**src/rtl/core/assert_macros.svh**
```systemverilog
// ----------------------------------------------------------------------------
// assert_macros.svh
// shared concurrent assertion wrappers, sampled on i_clk, off during reset
// ----------------------------------------------------------------------------
`ifndef ASSERT_MACROS_SVH
`define ASSERT_MACROS_SVH

// expression holds at every clock edge
`define ASSERT_ALWAYS(lbl, expr) \
    lbl: assert property (@(posedge i_clk) disable iff (!i_rst_n) (expr)) \
        else $error("assertion failed");

// same-cycle implication
`define ASSERT_IMPL(lbl, ante, cons) \
    lbl: assert property (@(posedge i_clk) disable iff (!i_rst_n) (ante) |-> (cons)) \
        else $error("assertion failed");

// next-cycle implication
`define ASSERT_NEXT(lbl, ante, cons) \
    lbl: assert property (@(posedge i_clk) disable iff (!i_rst_n) (ante) |=> (cons)) \
        else $error("assertion failed");

`endif

```
**src/rtl/core/rtsp_pkg.sv**
```systemverilog
// ----------------------------------------------------------------------------
// rtsp_pkg
// types and constants of the rtsp request parser
// ----------------------------------------------------------------------------
package rtsp_pkg;

    typedef struct packed {
        logic [7:0] in_byte;
        logic       last_byte;
    } t_in_item;

    typedef struct packed {
        logic [7:0] data_byte;
        logic [1:0] byte_kind;
        logic [2:0] method_code;
        logic [2:0] field_end;
        logic [1:0] error_code;
        logic       request_end;
        logic       last_of_run;
    } t_out_item;

    typedef struct packed {
        logic [2:0] phase;
        logic [5:0] match_mask;
        logic [3:0] token_count;
        logic       pending_cr;
        logic       value_started;
        logic       halted;
    } t_state;

    // one byte through the per-phase logic
    typedef struct packed {
        t_state    st;
        t_out_item r;
    } t_plain;

    // everything one input byte produces
    typedef struct packed {
        t_state    st;
        logic [1:0] n;
        t_out_item r0;
        t_out_item r1;
    } t_step;

    localparam logic [2:0] PH_METHOD  = 3'd0;
    localparam logic [2:0] PH_URI     = 3'd1;
    localparam logic [2:0] PH_PROTO   = 3'd2;
    localparam logic [2:0] PH_VERSION = 3'd3;
    localparam logic [2:0] PH_KEY     = 3'd4;
    localparam logic [2:0] PH_VALUE   = 3'd5;

    localparam logic [1:0] KIND_STRUCT = 2'd0;
    localparam logic [1:0] KIND_URI    = 2'd1;
    localparam logic [1:0] KIND_KEY    = 2'd2;
    localparam logic [1:0] KIND_VALUE  = 2'd3;

    localparam logic [2:0] METH_NONE = 3'd0;

    localparam logic [2:0] FEND_NONE    = 3'd0;
    localparam logic [2:0] FEND_METHOD  = 3'd1;
    localparam logic [2:0] FEND_URI     = 3'd2;
    localparam logic [2:0] FEND_REQLINE = 3'd3;
    localparam logic [2:0] FEND_HEADER  = 3'd4;

    localparam logic [1:0] ERR_NONE    = 2'd0;
    localparam logic [1:0] ERR_METHOD  = 2'd1;
    localparam logic [1:0] ERR_PROTO   = 2'd2;
    localparam logic [1:0] ERR_VERSION = 2'd3;

    localparam logic [7:0] CH_CR    = 8'h0D;
    localparam logic [7:0] CH_LF    = 8'h0A;
    localparam logic [7:0] CH_SP    = 8'h20;
    localparam logic [7:0] CH_COLON = 8'h3A;
    localparam logic [7:0] CH_SLASH = 8'h2F;
    localparam logic [7:0] CH_LOW_A = 8'h61;
    localparam logic [7:0] CH_LOW_Z = 8'h7A;
    localparam logic [7:0] CASE_OFS = 8'h20;

    localparam int unsigned NUM_METHODS = 6;
    localparam logic [5:0]  MATCH_ALL   = 6'h3F;
    localparam logic [3:0]  COUNT_MAX   = 4'd15;

    localparam logic [7:0] METHOD_CHAR [NUM_METHODS][8] = '{
        '{"O", "P", "T", "I", "O", "N", "S", 8'h00},
        '{"D", "E", "S", "C", "R", "I", "B", "E"},
        '{"S", "E", "T", "U", "P", 8'h00, 8'h00, 8'h00},
        '{"P", "L", "A", "Y", 8'h00, 8'h00, 8'h00, 8'h00},
        '{"P", "A", "U", "S", "E", 8'h00, 8'h00, 8'h00},
        '{"T", "E", "A", "R", "D", "O", "W", "N"}
    };
    localparam logic [3:0] METHOD_LEN [NUM_METHODS] = '{
        4'd7, 4'd8, 4'd5, 4'd4, 4'd5, 4'd8
    };

    localparam logic [7:0] PROTO_CHAR [4]   = '{"R", "T", "S", "P"};
    localparam logic [3:0] PROTO_LEN        = 4'd4;
    localparam logic [7:0] VERSION_CHAR [4] = '{"1", ".", "0", 8'h00};
    localparam logic [3:0] VERSION_LEN      = 4'd3;

    localparam t_state RESET_STATE = '{
        phase:         PH_METHOD,
        match_mask:    MATCH_ALL,
        token_count:   4'd0,
        pending_cr:    1'b0,
        value_started: 1'b0,
        halted:        1'b0
    };

endpackage

```
**src/rtl/core/rtsp_request_parser.sv**
```systemverilog
// ----------------------------------------------------------------------------
// rtsp_request_parser
// byte-wise parser of an rtsp request line and its header lines
// ----------------------------------------------------------------------------
// a byte accepted is registered in r_in, and its results then in the result queue
// throughput: one byte per cycle while the result queue has room; a non-lf
//   byte that releases a held cr can give two results for the single output port
// a held cr gives no result; the two-entry result queue decouples stalls
// reset (i_rst_n low, synchronous) empties the pipeline and returns the
//   parser to the method phase; a last byte does the same for the parser
`include "assert_macros.svh"

module rtsp_request_parser
    import rtsp_pkg::*;
(
    input  logic      i_clk,
    input  logic      i_rst_n,
    input  logic      i_in_valid,
    input  t_in_item  i_in,
    output logic      o_in_stall,
    output logic      o_out_valid,
    output t_out_item o_out,
    input  logic      i_out_stall
);

    function automatic logic [7:0] f_fold(logic [7:0] b);
        return (b >= CH_LOW_A && b <= CH_LOW_Z) ? b - CASE_OFS : b;
    endfunction

    function automatic logic [3:0] f_count_up(logic [3:0] c);
        return (c == COUNT_MAX) ? c : c + 4'd1;
    endfunction

    // one byte that is not part of a line end
    function automatic t_plain f_plain(t_state s, logic [7:0] b);
        t_plain     p;
        logic [2:0] m;
        logic [7:0] fb;
        p          = '0;
        p.st       = s;
        p.r.data_byte = b;
        p.r.byte_kind = KIND_STRUCT;
        fb         = f_fold(b);
        case (s.phase)
            PH_METHOD: begin
                if (b == CH_SP) begin
                    m = METH_NONE;
                    // lowest candidate wins
                    for (int i = NUM_METHODS - 1; i >= 0; i--) begin
                        if (s.match_mask[i] && METHOD_LEN[i] == s.token_count) begin
                            m = 3'(i + 1);
                        end
                    end
                    if (m == METH_NONE) begin
                        p.r.error_code = ERR_METHOD;
                        p.st.halted    = 1'b1;
                    end else begin
                        p.r.method_code   = m;
                        p.r.field_end     = FEND_METHOD;
                        p.st.phase        = PH_URI;
                        p.st.match_mask   = MATCH_ALL;
                        p.st.token_count  = 4'd0;
                    end
                end else begin
                    for (int i = 0; i < NUM_METHODS; i++) begin
                        if (!(s.token_count < METHOD_LEN[i] &&
                              fb == METHOD_CHAR[i][s.token_count[2:0]])) begin
                            p.st.match_mask[i] = 1'b0;
                        end
                    end
                    p.st.token_count = f_count_up(s.token_count);
                end
            end
            PH_URI: begin
                if (b == CH_SP) begin
                    p.r.field_end    = FEND_URI;
                    p.st.phase       = PH_PROTO;
                    p.st.match_mask  = MATCH_ALL;
                    p.st.token_count = 4'd0;
                end else begin
                    p.r.byte_kind = KIND_URI;
                end
            end
            PH_PROTO: begin
                if (b == CH_SLASH) begin
                    if (s.match_mask[0] && s.token_count == PROTO_LEN) begin
                        p.st.phase       = PH_VERSION;
                        p.st.match_mask  = MATCH_ALL;
                        p.st.token_count = 4'd0;
                    end else begin
                        p.r.error_code = ERR_PROTO;
                        p.st.halted    = 1'b1;
                    end
                end else begin
                    if (!(s.token_count < PROTO_LEN &&
                          fb == PROTO_CHAR[s.token_count[1:0]])) begin
                        p.st.match_mask[0] = 1'b0;
                    end
                    p.st.token_count = f_count_up(s.token_count);
                end
            end
            PH_VERSION: begin
                if (!(s.token_count < VERSION_LEN &&
                      fb == VERSION_CHAR[s.token_count[1:0]])) begin
                    p.st.match_mask[0] = 1'b0;
                end
                p.st.token_count = f_count_up(s.token_count);
            end
            PH_VALUE: begin
                if (!s.value_started && b == CH_SP) begin
                    p.r.byte_kind = KIND_STRUCT;
                end else begin
                    p.st.value_started = 1'b1;
                    p.r.byte_kind      = KIND_VALUE;
                end
            end
            default: begin
                // header key, and the unused phase codes
                if (b == CH_COLON) begin
                    p.st.phase         = PH_VALUE;
                    p.st.value_started = 1'b0;
                end else begin
                    p.r.byte_kind = KIND_KEY;
                end
            end
        endcase
        return p;
    endfunction

    // lf right after a held cr
    function automatic t_plain f_line_end(t_state s, logic [7:0] b);
        t_plain p;
        p             = '0;
        p.st          = s;
        p.r.data_byte = b;
        if (s.phase == PH_VERSION &&
            !(s.match_mask[0] && s.token_count == VERSION_LEN)) begin
            p.r.error_code = ERR_VERSION;
            p.st.halted    = 1'b1;
        end else begin
            p.r.field_end      = (s.phase == PH_VERSION) ? FEND_REQLINE : FEND_HEADER;
            p.st.phase         = PH_KEY;
            p.st.value_started = 1'b0;
        end
        return p;
    endfunction

    function automatic t_step f_step(t_state s, t_in_item x);
        t_step  o;
        t_plain p;
        t_state st;
        logic   take;
        o    = '0;
        st   = s;
        take = 1'b1;
        if (s.halted) begin
            if (x.last_byte) begin
                o.r0.data_byte = x.in_byte;
                o.n            = 2'd1;
            end
        end else begin
            if (st.pending_cr) begin
                st.pending_cr = 1'b0;
                if (x.in_byte == CH_LF) begin
                    p    = f_line_end(st, x.in_byte);
                    take = 1'b0;
                end else begin
                    p    = f_plain(st, CH_CR);
                    take = !p.st.halted;
                end
                st   = p.st;
                o.r0 = p.r;
                o.n  = 2'd1;
            end
            if (take) begin
                if (x.in_byte == CH_CR && !x.last_byte && st.phase >= PH_VERSION) begin
                    st.pending_cr = 1'b1;
                end else begin
                    p  = f_plain(st, x.in_byte);
                    st = p.st;
                    if (o.n == 2'd0) begin
                        o.r0 = p.r;
                    end else begin
                        o.r1 = p.r;
                    end
                    o.n = o.n + 2'd1;
                end
            end
        end
        o.r0.request_end = x.last_byte;
        o.r1.request_end = x.last_byte;
        o.r0.last_of_run = (o.n == 2'd1);
        o.r1.last_of_run = 1'b1;
        o.st = x.last_byte ? RESET_STATE : st;
        return o;
    endfunction

    logic      r_in_valid;
    t_in_item  r_in;
    t_state    r_st;
    t_out_item r_q [2];
    logic [1:0] r_count;

    t_out_item n_q [2];
    logic [1:0] n_count;
    t_step     w_step;
    logic      w_pop;
    logic      w_proc;
    logic [1:0] w_base;

    assign w_step = f_step(r_st, r_in);
    assign w_pop  = o_out_valid && !i_out_stall;
    assign w_base = r_count - {1'b0, w_pop};
    // results of the held byte must fit in the queue after this cycle's pop
    assign w_proc = r_in_valid && (({1'b0, w_base} + {1'b0, w_step.n}) <= 3'd2);

    assign o_in_stall  = r_in_valid && !w_proc;
    assign o_out_valid = (r_count != 2'd0);
    assign o_out       = r_q[0];

    always_comb begin
        n_q = r_q;
        if (w_pop) begin
            n_q[0] = r_q[1];
        end
        if (w_proc && w_step.n != 2'd0) begin
            n_q[w_base[0]] = w_step.r0;
            if (w_step.n == 2'd2) begin
                n_q[1] = w_step.r1;
            end
        end
        n_count = w_proc ? w_base + w_step.n : w_base;
    end

    always_ff @(posedge i_clk) begin
        r_q <= n_q;
        if (i_in_valid && !o_in_stall) begin
            r_in <= i_in;
        end
        if (!i_rst_n) begin
            r_in_valid <= 1'b0;
            r_count    <= 2'd0;
            r_st       <= RESET_STATE;
        end else begin
            if (i_in_valid && !o_in_stall) begin
                r_in_valid <= 1'b1;
            end else if (w_proc) begin
                r_in_valid <= 1'b0;
            end
            r_count <= n_count;
            if (w_proc) begin
                r_st <= w_step.st;
            end
        end
    end

    `ASSERT_ALWAYS(a_count_range, r_count <= 2'd2)
    `ASSERT_IMPL(a_full_blocks, (r_count == 2'd2) && i_out_stall, !w_proc || (w_step.n == 2'd0))
    `ASSERT_NEXT(a_last_resets, w_proc && r_in.last_byte, r_st == RESET_STATE)
    `ASSERT_IMPL(a_cr_phase, r_st.pending_cr, (r_st.phase >= PH_VERSION) && !r_st.halted)

endmodule
```
**config.mk**
```make
export PLATFORM = sky130hd
export DESIGN_NAME = rtsp_request_parser
export DESIGN_NICKNAME = d
export VERILOG_FILES = /design/src/rtl/core/rtsp_pkg.sv /design/src/rtl/core/rtsp_request_parser.sv
export VERILOG_INCLUDE_DIRS = /design/src /design/src/rtl/core
export SDC_FILE = /design/constraint.sdc
export NUM_CORES = 1
export LEC_CHECK = 0
export CAP_MARGIN = 20
export CELL_PAD_IN_SITES_DETAIL_PLACEMENT = 2
export CELL_PAD_IN_SITES_GLOBAL_PLACEMENT = 2
export CORE_MARGIN = 4
export CORE_UTILIZATION = 40
export DETAILED_ROUTE_END_ITERATION = 8
export DONT_BUFFER_PORTS = 1
export PLACE_DENSITY_LB_ADDON = 0.1
export SYNTH_ARGS = -nofsm -noshare
export SYNTH_HDL_FRONTEND = slang
export SYNTH_SLANG_ARGS = --single-unit
```
**constraint.sdc**
```tcl
create_clock -name i_clk -period 9 [get_ports i_clk]
set_input_delay 0.45 -clock i_clk [delete_from_list [all_inputs] [get_ports i_clk]]
set_output_delay 0.45 -clock i_clk [all_outputs]
set_load 0.005 [all_outputs]
```
==> impl_summary.log <==
INFO  metric final_period_minus_worst_setup_slack = approximately 5.7 ns
INFO  metric path_class = reg -> reg
INFO  metric start_util = 0.408
INFO  metric max_slew_violations = 0
INFO  metric postLayoutSetupSlackWorst = roughly 3.3 ns
INFO  metric area_delta_synth_final = 5.88%
INFO  metric placed_cells = 814
INFO  metric clock-sinks = around 70
INFO  metric path_max_fanout = 21
INFO  metric place_congestion = between 0.9 and 1
INFO  metric clkTransAtPathRegs = roughly 0.060 ns
INFO  metric cts-hold-fix-buffers = 0
INFO  metric worst-endpoint-arrival = 5.89 ns
INFO  metric drtAntennaViolNets = 0
INFO  metric register_bit_count_reported_by_yosys = just under 70
INFO  metric clk_latency = 0.35 ns
INFO  metric timing.final.hold_violations = 0
INFO  metric yosys.cell_count.top_type = nand2_1
INFO  metric power.net_switching = 0.000614 W
INFO  metric synth-main-ff-cell = dfxtp_1
INFO  metric wl_per_instance = around 25 um
INFO  metric num_antenna_cells = 0
INFO  metric combPwrFrac = 0.397
INFO  metric layout.filler_cells = around 1.5k
INFO  metric critPathLaunchType = register
INFO  metric synth-compound-area-share = 0.275
INFO  metric synth_commonest_cells = nand2_1, nor2_1, a21oi_1, dfxtp_1, o21ai_0
INFO  metric timing.final.crit_share = 0.628
INFO  metric grt_start_max_net_pins = 41
INFO  metric synth-adder-area-share = 0.0432
INFO  metric vdd.ir_drop.worst = around 0.18 mV
INFO  metric r2r_setup_slack = around 3.3 ns
INFO  metric gr_ovfl_total = 0
INFO  metric internal-power = just under 0.0009 W
INFO  metric powerDensity = 262 nW/um2
INFO  metric area_of_combinational_cells_with_multiple_inputs = around 3300 um2
INFO  metric drt_iter0_markers = a little under 400
INFO  metric port_buffers = 0
INFO  metric worstMarginPinSlew = 1.03 ns
INFO  metric cts-buffers-inserted = 9
INFO  metric root_buffer = clkbuf_16
INFO  metric synth_largest_type_area_fraction = 0.162
INFO  metric globalRouteTotalUtil = 0.277
INFO  metric ctsHtreeMaxLevel = 3
INFO  metric setup.worst_path.start = r_count[1]
INFO  metric via_count = about 5.3k
INFO  metric worst_r2r_startpoint = r_count[1]
INFO  metric tritoncts = built
INFO  metric syn-cell-area = between 5000 and 6000 um2
INFO  metric worst_r2r_path_depth = 15
INFO  metric floorplan.rows = 42
INFO  metric reg2reg_to = r_st[7]
INFO  metric maxCapViolations = 0
INFO  metric synth_area_per_cell = between 7 and 8 um2
INFO  metric cp_data_required_time = roughly 9.2 ns
INFO  metric post_cts.resized_instances = 0
INFO  metric synth-xor-area-share = 0.0309
INFO  metric layout-drive-gt1-share = 0.0640
INFO  metric finClkSkew = about 0.011 ns
INFO  metric sw_frac_of_total = 0.411
INFO  metric synth_top_area_cell = edfxtp_1
INFO  metric dieArea = roughly 15000 um2
INFO  metric synthDistinctLibCells = 81
INFO  metric max_clock_freq = about 180 MHz
INFO  metric dp.final_hpwl = 15.2 mm
INFO  metric pre_cts_slack = 2.92 ns
INFO  metric finalSetupViolCount = 0
INFO  metric nets = just under 700
INFO  metric fp.dieH = approximately 120 um
INFO  metric ys_async_sr_fraction = 0
INFO  metric post-cts-setup-buffer-count = 0
INFO  metric power_frac_clock = 0.257
INFO  metric rsz0062_at_grt = false
INFO  metric synthesis.yosys.warnings = 0
INFO  metric worstSetupEndpointType = register
INFO  metric area_of_the_placeable_core = approximately 13000 um2
INFO  metric avgViaCountPerCell = between 6 and 7
INFO  metric synthSimpleGateAreaFrac = 0.251
INFO  metric die_w = 124 um
INFO  metric grt_pass1_vias = ~5.7k
INFO  metric final.setup.tns = 0 ns
INFO  metric endpoint = r_st[7]
INFO  metric clock_tree.buffer_depth = 2
INFO  metric synth_top_family_by_area = compound AO/OA/AOI/OAI gates
INFO  metric seqCellArea = between 1500 and 2000 um2
INFO  metric remaining_drc_errors = 0
INFO  metric hold_path.class = in -> reg
INFO  metric postLayoutCoreUtil = 0.432
INFO  metric netlist_instances = 693
INFO  metric wl = 20.4 mm
INFO  metric synth.area.mux_share = 0.0158
INFO  metric synthesis.nets = 724
INFO  metric io-pin-count = 35
INFO  metric wire_length_of_the_first_global_routing_pass = about 32 mm
INFO  metric worst_slew_margin_rel = 0.314
INFO  metric synth_edf_count = 29
INFO  metric total_power = around 0.0015 W
INFO  metric register_area_share_after_synthesis = 0.307
INFO  metric share_seq_of_total_power = 0.346
INFO  metric power.static_leakage = between 2 and 2.5 nW
INFO  metric synth_area_leaders = edfxtp_1, dfxtp_1, nand2_1
INFO  metric final_cell_count_no_fill = roughly 830
INFO  metric drtPass1Iterations = 4
INFO  metric grt_antenna_before_repair = 0
INFO  metric run_status = finished, final reports clean
[critical path, stage by stage, from the launching register on]
cell	delay (ns)
dfxtp_1	0.32
or2_2	0.32
nand2b_1	0.60
clkinv_1	0.70
ha_1	0.64
inv_1	0.15
ha_1	0.18
inv_1	0.06
fa_1	0.55
o2111ai_1	0.37
nor2_1	0.39
nand2_1	0.29
a211o_1	0.34
a221oi_1	0.24
o21ai_0	0.20
o221a_2	0.16
[through the flow]
| stage | area (um2) | hold slack (ns) |
|---|---|---|
| finish | 5700 | 0.201 |
| global route | 5700 | 0.188 |
| CTS | 5670 | 0.183 |
| detailed placement | 5350 | 0.494 |
| global placement | 5350 | 0.486 |
| floorplan | 5380 | 0.451 |
[layout make-up]
cell class	count	share of cell area
clock inverters	7	0.0160
multi-input cells	536	0.583
repair buffers	9	0.0154
clock buffers	9	0.0395
flip-flops and latches	68	0.290
well taps	176	0.0386
inverters	27	0.0178
[power by group through the flow]
stage	clock (W)	sequential, W	combinational [W]
after floorplan	0	0.000472	0.000502
after CTS	0.000392	0.000519	0.000579
after global routing	0.000406	0.000534	0.000664
after detailed placement	0	0.000524	0.000568
final	0.000383	0.000517	0.000593
after global placement	0	0.000520	0.000530
[cell families (layout without fill, tap and decap cells)]
group                    Yosys count  after routing
multiplexers                       8              8
AO/OA/AOI/OAI                    216            216
buffers and inverters             89             52
adder cells (fa/ha/maj)           18             18
XOR/XNOR                          19             19
flip-flops                        68             68
AND/OR/NAND/NOR                  275            275
[per-layer routing]
layer  share of wire  track usage
met1            0.43        0.331
met2            0.50        0.486
met4           0.025        0.107
met3           0.044       0.0577
met5               0            0
[cells in the final DEF, fill, tap and decap left out, drive strengths merged, types with 7 or more instances in the layout]
master and n:
a22oi 8, o22ai 8, o21ai 40, clkbuf 9, and2 14, nand3 25
nand2b 9, nor3 13, ha 17, nor4 7, nand2 102, dfxtp 39
nor2b 8, inv 25, mux2i 7, a31oi 24, buf 9, xnor2 11
xor2 8, edfxtp 29, and3 9, o211ai 9, nor2 55, a21oi 48
a211oi 8
[worst min path at each step]
stage | slack (ns) | startpoint | depth (start not counted) | end
finish | 0.20 | i_in[7] | 0 | r_in[7]
global route | 0.19 | i_in[7] | 0 | r_in[7]
CTS | 0.18 | i_in[7] | 0 | r_in[7]
detailed placement | 0.49 | o_out[7] | 2 | o_out[7]
global placement | 0.49 | o_out[7] | 2 | o_out[7]
floorplan | 0.45 | o_out[10] | 2 | o_out[10]
No activity file was read; power rests on OpenSTA's default activity.
